File: config.mk
export PLATFORM = sky130hd
export DESIGN_NAME = source_tokenizer_top
export DESIGN_NICKNAME = d
export VERILOG_FILES = /design/src/sv/stkn_pkg.sv /design/src/sv/stkn_fifo.sv /design/src/sv/stkn_front.sv /design/src/sv/stkn_back.sv /design/src/sv/source_tokenizer_top.sv
export SDC_FILE = /design/constraint.sdc
export NUM_CORES = 2
export LEC_CHECK = 0
export BUFFER_PORTS_ARGS = -buffer_cell sky130_fd_sc_hd__buf_2
export CAP_MARGIN = 20
export CORE_MARGIN = 5
export CORE_UTILIZATION = 45
export CTS_BUF_LIST = sky130_fd_sc_hd__clkbuf_16
export CTS_CLUSTER_DIAMETER = 30
export CTS_CLUSTER_SIZE = 20
export DETAILED_ROUTE_END_ITERATION = 7
export PLACE_DENSITY_LB_ADDON = 0.1
export RECOVER_POWER = 25
export REMOVE_ABC_BUFFERS = 1
export SLEW_MARGIN = 20
export SYNTH_ARGS = -nofsm -noshare
export SYNTH_HDL_FRONTEND = slang
export SYNTH_SLANG_ARGS = --single-unit
File: constraint.sdc
create_clock -name clk -period 19.85 [get_ports clk]
set_input_delay 1.985 -clock clk [delete_from_list [all_inputs] [get_ports clk]]
set_output_delay 1.985 -clock clk [all_outputs]
set_load 0.02 [all_outputs]
File: src/sv/stkn_pkg.sv
// Shared constants and helpers for the source tokenizer: character codes,
// token kind codes, the keyword table and the character class functions.
// No dependencies.
package stkn_pkg;

  // Default widths of the position and line counters
  localparam int DEF_POS_BITS  = 24;
  localparam int DEF_LINE_BITS = 20;

  // Longest keyword; identifiers are matched through a prefix this long
  localparam int KW_MAX_LEN = 8;
  localparam int KW_COUNT   = 19;

  // Depth of the token group queue between scanner and output stage
  localparam int QDEPTH = 4;

  // Character codes
  localparam logic [7:0] CH_NUL    = 8'h00;
  localparam logic [7:0] CH_TAB    = 8'h09;
  localparam logic [7:0] CH_NL     = 8'h0A;
  localparam logic [7:0] CH_CR     = 8'h0D;
  localparam logic [7:0] CH_SP     = 8'h20;
  localparam logic [7:0] CH_BANG   = 8'h21;
  localparam logic [7:0] CH_QUOTE  = 8'h22;
  localparam logic [7:0] CH_PCT    = 8'h25;
  localparam logic [7:0] CH_LPAR   = 8'h28;
  localparam logic [7:0] CH_RPAR   = 8'h29;
  localparam logic [7:0] CH_STAR   = 8'h2A;
  localparam logic [7:0] CH_PLUS   = 8'h2B;
  localparam logic [7:0] CH_COMMA  = 8'h2C;
  localparam logic [7:0] CH_MINUS  = 8'h2D;
  localparam logic [7:0] CH_DOT    = 8'h2E;
  localparam logic [7:0] CH_SLASH  = 8'h2F;
  localparam logic [7:0] CH_SEMI   = 8'h3B;
  localparam logic [7:0] CH_LT     = 8'h3C;
  localparam logic [7:0] CH_EQ     = 8'h3D;
  localparam logic [7:0] CH_GT     = 8'h3E;
  localparam logic [7:0] CH_BSLASH = 8'h5C;
  localparam logic [7:0] CH_USCORE = 8'h5F;
  localparam logic [7:0] CH_LBRACE = 8'h7B;
  localparam logic [7:0] CH_RBRACE = 8'h7D;

  // Token kinds
  localparam logic [5:0] K_IDENT   = 6'd0;
  localparam logic [5:0] K_NUMBER  = 6'd1;
  localparam logic [5:0] K_STRING  = 6'd2;
  localparam logic [5:0] K_PLUS    = 6'd3;
  localparam logic [5:0] K_MINUS   = 6'd4;
  localparam logic [5:0] K_STAR    = 6'd5;
  localparam logic [5:0] K_SLASH   = 6'd6;
  localparam logic [5:0] K_PCT     = 6'd7;
  localparam logic [5:0] K_EQEQ    = 6'd8;
  localparam logic [5:0] K_NE      = 6'd9;
  localparam logic [5:0] K_LT      = 6'd10;
  localparam logic [5:0] K_LE      = 6'd11;
  localparam logic [5:0] K_GT      = 6'd12;
  localparam logic [5:0] K_GE      = 6'd13;
  localparam logic [5:0] K_LPAR    = 6'd14;
  localparam logic [5:0] K_RPAR    = 6'd15;
  localparam logic [5:0] K_LBRACE  = 6'd16;
  localparam logic [5:0] K_RBRACE  = 6'd17;
  localparam logic [5:0] K_COMMA   = 6'd18;
  localparam logic [5:0] K_DOT     = 6'd19;
  localparam logic [5:0] K_SEMI    = 6'd20;
  localparam logic [5:0] K_ASSIGN  = 6'd21;
  localparam logic [5:0] K_KW_BASE = 6'd22;
  localparam logic [5:0] K_END     = 6'd41;
  localparam logic [5:0] K_INVALID = 6'd42;

  // Keywords packed first character in the low byte, in kind order
  localparam logic [63:0] KW_TEXT [KW_COUNT] = '{
    64'h0000_0000_0064_6e61,  // and
    64'h0000_0000_0000_726f,  // or
    64'h0000_0000_0074_6f6e,  // not
    64'h0000_0000_0000_6669,  // if
    64'h0000_0000_6e65_6874,  // then
    64'h0000_0000_6573_6c65,  // else
    64'h0000_6669_6573_6c65,  // elseif
    64'h0000_0000_0064_6e65,  // end
    64'h6e6f_6974_636e_7566,  // function
    64'h0000_006c_6163_6f6c,  // local
    64'h0000_0065_6c69_6877,  // while
    64'h0000_0000_0072_6f66,  // for
    64'h0000_0000_0000_6e69,  // in
    64'h0000_0000_0000_6f64,  // do
    64'h0000_6e72_7574_6572,  // return
    64'h0000_006b_6165_7262,  // break
    64'h0000_0000_006c_696e,  // nil
    64'h0000_0000_6575_7274,  // true
    64'h0000_0065_736c_6166   // false
  };

  localparam logic [3:0] KW_LEN [KW_COUNT] = '{
    4'd3, 4'd2, 4'd3, 4'd2, 4'd4, 4'd4, 4'd6, 4'd3, 4'd8, 4'd5,
    4'd5, 4'd3, 4'd2, 4'd2, 4'd6, 4'd5, 4'd3, 4'd4, 4'd5
  };

  function automatic logic is_digit(logic [7:0] c);
    return c inside {[8'h30:8'h39]};
  endfunction

  function automatic logic is_alpha(logic [7:0] c);
    return (c inside {[8'h61:8'h7A]}) || (c inside {[8'h41:8'h5A]});
  endfunction

  function automatic logic is_word_char(logic [7:0] c);
    return is_alpha(c) || is_digit(c) || (c == CH_USCORE);
  endfunction

  // Map a finished word to its keyword kind, or to identifier
  function automatic logic [5:0] kw_kind(logic [63:0] prefix, logic [3:0] len);
    logic [5:0] kind;
    kind = K_IDENT;
    for (int k = 0; k < KW_COUNT; k++) begin
      if ((len == KW_LEN[k]) && (prefix == KW_TEXT[k])) begin
        kind = K_KW_BASE + 6'(k);
      end
    end
    return kind;
  endfunction

endpackage

File: src/sv/stkn_fifo.sv
// Short queue of token groups between the scanner and the output stage.
// Depends on stkn_pkg for the queue depth.
module stkn_fifo #(
  parameter int W = 8
) (
  input  logic         clk,
  input  logic         rst,
  input  logic         wr_en,
  input  logic [W-1:0] wr_data,
  output logic         full,
  input  logic         rd_en,
  output logic [W-1:0] rd_data,
  output logic         nonempty
);
  import stkn_pkg::*;

  localparam int AW = $clog2(QDEPTH);

  logic [W-1:0] mem [QDEPTH];
  logic [AW:0]  wr_ptr;
  logic [AW:0]  rd_ptr;

  assign full     = (wr_ptr ^ rd_ptr) == {1'b1, {AW{1'b0}}};
  assign nonempty = wr_ptr != rd_ptr;
  assign rd_data  = mem[rd_ptr[AW-1:0]];

  // Store an incoming group
  always_ff @(posedge clk) begin
    if (wr_en) begin
      mem[wr_ptr[AW-1:0]] <= wr_data;
    end
  end

  // Advance the pointers
  always_ff @(posedge clk) begin
    if (rst) begin
      wr_ptr <= '0;
      rd_ptr <= '0;
    end else begin
      if (wr_en) begin
        wr_ptr <= wr_ptr + 1'b1;
      end
      if (rd_en) begin
        rd_ptr <= rd_ptr + 1'b1;
      end
    end
  end

endmodule

File: src/sv/stkn_front.sv
// Scanner: takes one source byte per beat, updates the scan state and
// builds the group of up to three token records that the byte causes.
// Depends on stkn_pkg for character codes, kinds and keyword lookup.
module stkn_front #(
  parameter  int POS_BITS  = 24,
  parameter  int LINE_BITS = 20,
  localparam int REC_W     = 6 + LINE_BITS + 2 * POS_BITS,
  localparam int GRP_W     = 2 + 3 * REC_W
) (
  input  logic             clk,
  input  logic             rst,
  input  logic             accept,
  input  logic [7:0]       source_byte,
  input  logic             end_of_source,
  output logic             grp_valid,
  output logic [GRP_W-1:0] grp
);
  import stkn_pkg::*;

  typedef struct packed {
    logic [5:0]           kind;
    logic [LINE_BITS-1:0] line;
    logic [POS_BITS-1:0]  start;
    logic [POS_BITS-1:0]  stop;
  } rec_t;

  typedef struct packed {
    logic [1:0]     cnt;
    rec_t [2:0]     recs;
  } grp_t;

  // Scan modes
  localparam logic [3:0] M_IDLE       = 4'd0;
  localparam logic [3:0] M_IDENT      = 4'd1;
  localparam logic [3:0] M_NUMBER     = 4'd2;
  localparam logic [3:0] M_STRING     = 4'd3;
  localparam logic [3:0] M_STR_ESC    = 4'd4;
  localparam logic [3:0] M_COMMENT    = 4'd5;
  localparam logic [3:0] M_PEND_MINUS = 4'd6;
  localparam logic [3:0] M_PEND_EQ    = 4'd7;
  localparam logic [3:0] M_PEND_LT    = 4'd8;
  localparam logic [3:0] M_PEND_GT    = 4'd9;
  localparam logic [3:0] M_PEND_BANG  = 4'd10;
  localparam logic [3:0] M_STOPPED    = 4'd11;

  localparam logic [POS_BITS-1:0]  POS_MAX  = {POS_BITS{1'b1}};
  localparam logic [LINE_BITS-1:0] LINE_MAX = {LINE_BITS{1'b1}};
  localparam logic [LINE_BITS-1:0] LINE_ONE = LINE_BITS'(1);

  // Append a record unless the group is already full
  function automatic grp_t add_rec(grp_t g, logic [5:0] kind, logic [LINE_BITS-1:0] line,
                                   logic [POS_BITS-1:0] start, logic [POS_BITS-1:0] stop);
    grp_t r;
    r = g;
    if (g.cnt != 2'd3) begin
      r.recs[g.cnt] = '{kind: kind, line: line, start: start, stop: stop};
      r.cnt = g.cnt + 2'd1;
    end
    return r;
  endfunction

  // Kind of a pending operator that closes without a following '='
  function automatic logic [5:0] pend_single(logic [3:0] m);
    logic [5:0] k;
    case (m)
      M_PEND_MINUS: k = K_MINUS;
      M_PEND_EQ:    k = K_ASSIGN;
      M_PEND_LT:    k = K_LT;
      M_PEND_GT:    k = K_GT;
      default:      k = K_INVALID;
    endcase
    return k;
  endfunction

  // Kind of a pending operator joined with '='
  function automatic logic [5:0] pend_pair(logic [3:0] m);
    logic [5:0] k;
    case (m)
      M_PEND_EQ: k = K_EQEQ;
      M_PEND_LT: k = K_LE;
      M_PEND_GT: k = K_GE;
      default:   k = K_NE;
    endcase
    return k;
  endfunction

  logic [3:0]           mode;
  logic [POS_BITS-1:0]  pos;
  logic [LINE_BITS-1:0] line;
  logic [POS_BITS-1:0]  tstart;
  logic [63:0]          prefix;
  logic [3:0]           wlen;

  logic [3:0]           mode_next;
  logic [POS_BITS-1:0]  pos_next;
  logic [LINE_BITS-1:0] line_next;
  logic [POS_BITS-1:0]  tstart_next;
  logic [63:0]          prefix_next;
  logic [3:0]           wlen_next;

  logic [POS_BITS-1:0]  pos1;
  logic                 handled;
  grp_t                 g;

  // Classify the byte against the current mode and collect the tokens
  always_comb begin
    pos1        = (pos == POS_MAX) ? pos : pos + POS_BITS'(1);
    mode_next   = mode;
    pos_next    = pos1;
    line_next   = line;
    tstart_next = tstart;
    prefix_next = prefix;
    wlen_next   = wlen;
    handled     = 1'b1;
    g           = '0;

    case (mode)
      M_IDLE: begin
        handled = 1'b0;
      end
      M_IDENT: begin
        if (is_word_char(source_byte)) begin
          if (wlen < 4'(KW_MAX_LEN)) begin
            prefix_next = prefix | (64'(source_byte) << {wlen[2:0], 3'b000});
          end
          if (wlen <= 4'(KW_MAX_LEN)) begin
            wlen_next = wlen + 4'd1;
          end
        end else begin
          g = add_rec(g, kw_kind(prefix, wlen), line, tstart, pos);
          mode_next = M_IDLE;
          handled   = 1'b0;
        end
      end
      M_NUMBER: begin
        if (!(is_digit(source_byte) || (source_byte == CH_DOT))) begin
          g = add_rec(g, K_NUMBER, line, tstart, pos);
          mode_next = M_IDLE;
          handled   = 1'b0;
        end
      end
      M_STRING: begin
        if (source_byte == CH_QUOTE) begin
          g = add_rec(g, K_STRING, line, tstart, pos1);
          mode_next = M_IDLE;
        end else if (source_byte == CH_BSLASH) begin
          mode_next = M_STR_ESC;
        end else if (source_byte == CH_NUL) begin
          // unterminated string, the zero byte stops the scan below
          g = add_rec(g, K_STRING, line, tstart, pos);
          mode_next = M_IDLE;
          handled   = 1'b0;
        end
      end
      M_STR_ESC: begin
        mode_next = M_STRING;
      end
      M_COMMENT: begin
        if ((source_byte == CH_NL) || (source_byte == CH_NUL)) begin
          mode_next = M_IDLE;
          handled   = 1'b0;
        end
      end
      M_PEND_MINUS: begin
        if (source_byte == CH_MINUS) begin
          mode_next = M_COMMENT;
        end else begin
          g = add_rec(g, K_MINUS, line, tstart, pos);
          mode_next = M_IDLE;
          handled   = 1'b0;
        end
      end
      M_PEND_EQ, M_PEND_LT, M_PEND_GT, M_PEND_BANG: begin
        if (source_byte == CH_EQ) begin
          g = add_rec(g, pend_pair(mode), line, tstart, pos1);
          mode_next = M_IDLE;
        end else begin
          g = add_rec(g, pend_single(mode), line, tstart, pos);
          mode_next = M_IDLE;
          handled   = 1'b0;
        end
      end
      default: begin
      end
    endcase

    // Start a new token from this byte
    if (!handled) begin
      tstart_next = pos;
      case (source_byte)
        CH_SP, CH_CR, CH_TAB: begin
        end
        CH_NL: begin
          if (line_next != LINE_MAX) begin
            line_next = line_next + LINE_BITS'(1);
          end
        end
        CH_NUL: begin
          g = add_rec(g, K_END, line_next, pos, pos);
          mode_next = M_STOPPED;
        end
        CH_QUOTE:  mode_next = M_STRING;
        CH_MINUS:  mode_next = M_PEND_MINUS;
        CH_EQ:     mode_next = M_PEND_EQ;
        CH_LT:     mode_next = M_PEND_LT;
        CH_GT:     mode_next = M_PEND_GT;
        CH_BANG:   mode_next = M_PEND_BANG;
        CH_PLUS:   g = add_rec(g, K_PLUS, line_next, pos, pos1);
        CH_STAR:   g = add_rec(g, K_STAR, line_next, pos, pos1);
        CH_SLASH:  g = add_rec(g, K_SLASH, line_next, pos, pos1);
        CH_PCT:    g = add_rec(g, K_PCT, line_next, pos, pos1);
        CH_LPAR:   g = add_rec(g, K_LPAR, line_next, pos, pos1);
        CH_RPAR:   g = add_rec(g, K_RPAR, line_next, pos, pos1);
        CH_LBRACE: g = add_rec(g, K_LBRACE, line_next, pos, pos1);
        CH_RBRACE: g = add_rec(g, K_RBRACE, line_next, pos, pos1);
        CH_COMMA:  g = add_rec(g, K_COMMA, line_next, pos, pos1);
        CH_DOT:    g = add_rec(g, K_DOT, line_next, pos, pos1);
        CH_SEMI:   g = add_rec(g, K_SEMI, line_next, pos, pos1);
        default: begin
          if (is_digit(source_byte)) begin
            mode_next = M_NUMBER;
          end else if (is_alpha(source_byte) || (source_byte == CH_USCORE)) begin
            mode_next   = M_IDENT;
            prefix_next = 64'(source_byte);
            wlen_next   = 4'd1;
          end else begin
            g = add_rec(g, K_INVALID, line_next, pos, pos1);
          end
        end
      endcase
    end

    // Close the source: flush the open token, add the end token if not yet stopped, reset
    if (end_of_source) begin
      case (mode_next)
        M_IDENT: begin
          g = add_rec(g, kw_kind(prefix_next, wlen_next), line_next, tstart_next, pos1);
        end
        M_NUMBER: begin
          g = add_rec(g, K_NUMBER, line_next, tstart_next, pos1);
        end
        M_STRING, M_STR_ESC: begin
          g = add_rec(g, K_STRING, line_next, tstart_next, pos1);
        end
        M_PEND_MINUS, M_PEND_EQ, M_PEND_LT, M_PEND_GT, M_PEND_BANG: begin
          g = add_rec(g, pend_single(mode_next), line_next, tstart_next, pos1);
        end
        default: begin
        end
      endcase
      if (mode_next != M_STOPPED) begin
        g = add_rec(g, K_END, line_next, pos1, pos1);
      end
      mode_next   = M_IDLE;
      pos_next    = '0;
      line_next   = LINE_ONE;
      tstart_next = '0;
      prefix_next = '0;
      wlen_next   = '0;
    end
  end

  assign grp       = g;
  assign grp_valid = accept && (g.cnt != 2'd0);

  // Hold the scan state, advance on each accepted beat
  always_ff @(posedge clk) begin
    if (rst) begin
      mode   <= M_IDLE;
      pos    <= '0;
      line   <= LINE_ONE;
      tstart <= '0;
      prefix <= '0;
      wlen   <= '0;
    end else if (accept) begin
      mode   <= mode_next;
      pos    <= pos_next;
      line   <= line_next;
      tstart <= tstart_next;
      prefix <= prefix_next;
      wlen   <= wlen_next;
    end
  end

endmodule

File: src/sv/stkn_back.sv
// Output stage: takes token groups from the queue, sends their records out
// one per beat through an output register and computes token lengths.
// No package dependencies.
module stkn_back #(
  parameter  int POS_BITS  = 24,
  parameter  int LINE_BITS = 20,
  localparam int REC_W     = 6 + LINE_BITS + 2 * POS_BITS,
  localparam int GRP_W     = 2 + 3 * REC_W
) (
  input  logic                 clk,
  input  logic                 rst,
  input  logic                 grp_valid,
  input  logic [GRP_W-1:0]     grp,
  output logic                 grp_pop,
  input  logic                 pop,
  output logic                 empty,
  output logic [5:0]           token_kind,
  output logic [LINE_BITS-1:0] token_line,
  output logic [POS_BITS-1:0]  token_start,
  output logic [POS_BITS-1:0]  token_length,
  output logic                 last_of_run
);

  typedef struct packed {
    logic [5:0]           kind;
    logic [LINE_BITS-1:0] line;
    logic [POS_BITS-1:0]  start;
    logic [POS_BITS-1:0]  stop;
  } rec_t;

  typedef struct packed {
    logic [1:0]     cnt;
    rec_t [2:0]     recs;
  } grp_t;

  grp_t                head;
  rec_t                cur;
  logic [1:0]          idx;
  logic                out_valid;
  logic                load;
  logic                at_last;
  logic [POS_BITS-1:0] len;

  assign head    = grp;
  assign cur     = head.recs[idx];
  assign at_last = (idx + 2'd1) == head.cnt;
  assign load    = grp_valid && (!out_valid || pop);
  assign grp_pop = load && at_last;
  assign empty   = !out_valid;
  assign len     = (cur.stop >= cur.start) ? cur.stop - cur.start : '0;

  // Step through the records of the head group
  always_ff @(posedge clk) begin
    if (rst) begin
      out_valid <= 1'b0;
      idx       <= 2'd0;
    end else if (load) begin
      out_valid <= 1'b1;
      idx       <= at_last ? 2'd0 : idx + 2'd1;
    end else if (pop) begin
      out_valid <= 1'b0;
    end
  end

  // Load the output register
  always_ff @(posedge clk) begin
    if (load) begin
      token_kind   <= cur.kind;
      token_line   <= cur.line;
      token_start  <= cur.start;
      token_length <= len;
      last_of_run  <= at_last;
    end
  end

endmodule

File: src/sv/source_tokenizer_top.sv
// Source tokenizer top level. A byte's tokens reach the result ports through
// the group queue and then the output register. One byte is accepted per
// cycle while the four-group queue has room; the output stage sends one
// token per cycle while the consumer keeps popping, so the k tokens of a
// byte leave one after another. Synchronous active-high rst clears the scan
// state (line count one, offsets zero), the queue and the output valid flag.
module source_tokenizer_top #(
  parameter int POS_BITS  = stkn_pkg::DEF_POS_BITS,
  parameter int LINE_BITS = stkn_pkg::DEF_LINE_BITS
) (
  input  logic                 clk,
  input  logic                 rst,
  input  logic                 push,
  output logic                 full,
  input  logic [7:0]           source_byte,
  input  logic                 end_of_source,
  output logic                 empty,
  input  logic                 pop,
  output logic [5:0]           token_kind,
  output logic [LINE_BITS-1:0] token_line,
  output logic [POS_BITS-1:0]  token_start,
  output logic [POS_BITS-1:0]  token_length,
  output logic                 last_of_run
);

  localparam int REC_W = 6 + LINE_BITS + 2 * POS_BITS;
  localparam int GRP_W = 2 + 3 * REC_W;

  logic             accept;
  logic             wr_en;
  logic [GRP_W-1:0] wr_grp;
  logic             q_nonempty;
  logic [GRP_W-1:0] q_grp;
  logic             q_pop;

  assign accept = push && !full;

  // Scan bytes into token groups
  stkn_front #(
    .POS_BITS  (POS_BITS),
    .LINE_BITS (LINE_BITS)
  ) u_front (
    .clk           (clk),
    .rst           (rst),
    .accept        (accept),
    .source_byte   (source_byte),
    .end_of_source (end_of_source),
    .grp_valid     (wr_en),
    .grp           (wr_grp)
  );

  // Buffer groups between scanner and output stage
  stkn_fifo #(
    .W (GRP_W)
  ) u_fifo (
    .clk      (clk),
    .rst      (rst),
    .wr_en    (wr_en),
    .wr_data  (wr_grp),
    .full     (full),
    .rd_en    (q_pop),
    .rd_data  (q_grp),
    .nonempty (q_nonempty)
  );

  // Send tokens one per beat
  stkn_back #(
    .POS_BITS  (POS_BITS),
    .LINE_BITS (LINE_BITS)
  ) u_back (
    .clk          (clk),
    .rst          (rst),
    .grp_valid    (q_nonempty),
    .grp          (q_grp),
    .grp_pop      (q_pop),
    .pop          (pop),
    .empty        (empty),
    .token_kind   (token_kind),
    .token_line   (token_line),
    .token_start  (token_start),
    .token_length (token_length),
    .last_of_run  (last_of_run)
  );

endmodule
==> metrics.csv <==
metric,value,unit
FF-to-FF path depth,16,
Async SR Flop Fraction,0,%
status,finished with violations,
TritonRoute pass-1 iters,7,
minimum clock period,12.49,ns
later-pin clock latency in the skew report,0.84,ns
CP peak stage delay,5.27,ns
# setup viols final,0,
largest cells by area after synthesis,"edfxtp_1 55%, mux4_2 8.4%, dfxtp_1 5.7%",
CTS H-tree lvls,4,
root buf cell,clkbuf_16,
Non-Filler Instances,6060,
row count,126,
Fillers,9943,
post-CTS sizing,0,
placed cells,5601,
most frequent cells in the layout,"971 x edfxtp_1, 370 x nor2_1, 291 x nand2_1, 247 x a21oi_1, 242 x clkbuf_16",
Crit Path Max Fanout,112,
dominant synthesized flop cell,edfxtp_1,
hold_buf cts,0,
top cell type's share of synthesized area,54.6,%
Core Area,118000,sq um
Slew Limit Fails,705,
Synth warnings,0,
Worst-path clk slew,0.05,ns
Max Fclk,80.0,MHz
first-pass GRT wire length,253000,microns
final core utilization,53.8,%
setup TNS,0,ns
Rel. slew slack,-409,%
Reg area,32200,sq um
crit path launch type,flop,
clk sinks,1122,
crit path DAT,13.04,ns
Top delay family on crit path,buffers and inverters,
port bufs,89,
number of synthesized flops with an enable pin,971,
critical path class,reg2reg,
RR Endpoint,u_back.token_length[18],
GP Congestion,1.01,
Post-CTS Setup Bufs,0,
Post-DRT Antenna Nets,0,
DP Worst Slack,10.08,ns
Layout Cell Area excl Fill,63400,sq um
CP required,20.40,ns
worst setup margin,7.36,ns
final hold viol count,0,
DRC,0,
"commonest non-fill, non-tap cell in the layout",edfxtp_1,
Initial DRC Count,3928,
crit-path cells,"clkbuf_1, buf_4, mux4_2, mux2i_1, o21ai_0, ha_1, a21boi_0, o21ai_0, a21oi_1, nand4_1, a31oi_1, nand3_1, a21boi_0, o41ai_1, xor2_1, nor2_1",
largest net degree at the start of global routing,133,
Hold EP,u_front.prefix[55],
#FFs+latches synth,1122,
Least-Margin Pin Slew,7.64,ns
peak supply drop,0.108,mV
Max-Cap Viols,18,
Die Wd,355,microns
synth-to-layout area growth,18.7,%
Setup Skew,0.0378,ns
CTS tree,done,
RSZ-0062 raised after global routing,no,
number of global-route vias before repair,38100,
Post-Syn Instances,4212,
Cells on Worst Hold Path,1,
leakage,21.0,nW
Hold WC Path Type,reg2reg,
initial antenna violation count,3,
Mean Syn Cell Area,12.7,sq um
wire length per cell,28.3,microns
Total Wirelength,172000,microns
vias after detailed routing,38300,
Crit. End Element,flop,
gr ovfl total,0,
GRT Overall Usage,26.9,%
R2R setup slack,7.36,ns
DP HPWL,108000,microns
via count normalized by instance count,6.32,
Total Nets Final,4357,
CTS Buf Count,239,
Pwr Density,135,nW/um^2
largest area contributor in the netlist,edfxtp_1,
share of cells above drive strength 1,17.0,%
Synth cell types,98,
die area,126000,sq um
"Seq/Total Area, Yosys",60.2,%
failing checks,"max-capacitance violations, max-slew violations",
Max Root-Sink Buffers,3,
Buf/Inv on CP,2,
Initial Util,45.3,%
Netlist Area Pre-Place,53400,sq um
Hold Crit Start,u_front.prefix[55],
area of the multi-input gates,19800,sq um
slowest cell on the critical path,clkbuf_1,
Die Ht,355,microns
Top Ports,90,
"Period Utilization, post-route",62.9,%
Area after DPL,55300,sq um
==> power by group <==
part	total (mW)	switching (mW)	internal (mW)
Sequential	2.92	0.0838	2.83
Clock	3.98	1.32	2.66
Combinational	1.68	1.08	0.597
==> registers in the layout, indices dropped and copies added (netlist names), named ones only <==
| name | flops |
|---|---|
| u_front.pos | 24 |
| u_front.tstart | 24 |
| u_back.token_length | 24 |
| u_back.token_kind | 6 |
| u_front.mode | 4 |
| u_back.token_start | 24 |
| u_back.idx | 2 |
| u_fifo.rd_ptr | 3 |
| u_front.wlen | 4 |
| u_back.token_line | 20 |
| u_front.prefix | 64 |
| u_fifo.mem | 896 |
| u_front.line | 20 |
| u_back.out_valid | 1 |
| u_fifo.wr_ptr | 3 |
| u_back.last_of_run | 1 |
==> synth_stat cells, types with 18 or more instances <==
master    number
dfxtp_1      151
edfxtp_1     971
xor2_1        32
o22a_1        25
a41oi_1       25
a31oi_1       42
nand2b_1      28
nor2_1       376
ha_1          36
buf_2         32
nor3_1       112
and3_1        45
clkbuf_1     237
a22oi_1      109
nand4_1       53
xnor2_1       43
buf_1         51
o22ai_1       41
a221oi_1      26
or4_1         18
or3_1         28
a21oi_1      247
o31ai_1       31
mux4_2       200
nand2_1      293
inv_1         56
nand3_1      106
nor2b_1       29
a21o_1        22
o21ai_0      238
nor4_1        45
and2_1        24
mux2i_1      114
mux2_2        25
==> cell type report <==
cell class / count / share of cell area [%]
Antenna cell: 3 / 0.0118
Clock inverter: 213 / 3.53
Clock buffer: 242 / 9.55
Multi-Input combinational cell: 2715 / 31.3
Tap cell: 1536 / 3.03
Sequential cell: 1122 / 50.8
Inverter: 58 / 0.343
Timing Repair Buffer: 171 / 1.51
==> worst reg2reg max path, stage by stage (launching register included) <==
cell,delay (ns)
dfxtp_1,1.73
clkbuf_1,5.34
buf_4,1.56
mux4_2,0.44
mux2i_1,0.15
o21ai_0,0.13
ha_1,0.41
a21boi_0,0.40
o21ai_0,0.18
a21oi_1,0.31
nand4_1,0.17
a31oi_1,0.46
nand3_1,0.13
a21boi_0,0.47
o41ai_1,0.14
xor2_1,0.15
nor2_1,0.06
==> kinds of logic (layout without fill, tap and decap cells) <==
logic type                 count (synthesis)  after routing  synth area share (%)
AOI/OAI and AO/OA                        988            988                  12.0
DFF                                     1122           1122                  60.2
xor gates and xnor gates                  75             75                  1.23
other                                      1             15               0.00702
adders and majority gates                 37             37                 0.881
buffers and inverters                    386            684                  2.86
and+or+nand+nor                         1264           1264                  11.7
muxes                                    339            339                  11.1
==> layer usage <==
layer,track usage (%),share of wire [%],up-vias
met5,0,0,-
met4,12.7,5.2,0
met3,5.65,7.5,464
met2,42.5,47,1810
met1,35.7,41,19200
li1,-,-,16800
==> how the worst max path moves through the flow <==
| stage | end | slack [ns] | from | depth (start not counted) |
|---|---|---|---|---|
| 5_1_grt | u_back.token_length[16] | 6.59 | flop | 16 |
| 2_1_floorplan | u_back.token_length[3] | 6.30 | flop | 15 |
| 3_5_place_dp | u_fifo.mem[2][208] | 10.08 | source_byte[5] | 16 |
| 4_1_cts | u_fifo.mem[2][171] | 10.97 | source_byte[5] | 16 |
| 6_report | u_back.token_length[18] | 7.36 | flop | 16 |
| 3_3_place_gp | u_fifo.mem[2][208] | 10.22 | source_byte[5] | 16 |
==> per-stage QoR <==
stage               hold WS (ns)  power (mW)
finish                     0.477        8.57
global route               0.489        8.92
CTS                        0.470        8.66
detailed placement         0.459        4.65
global placement           0.457        4.64
floorplan                  0.424        4.17
(Power assumes the default switching activity.)
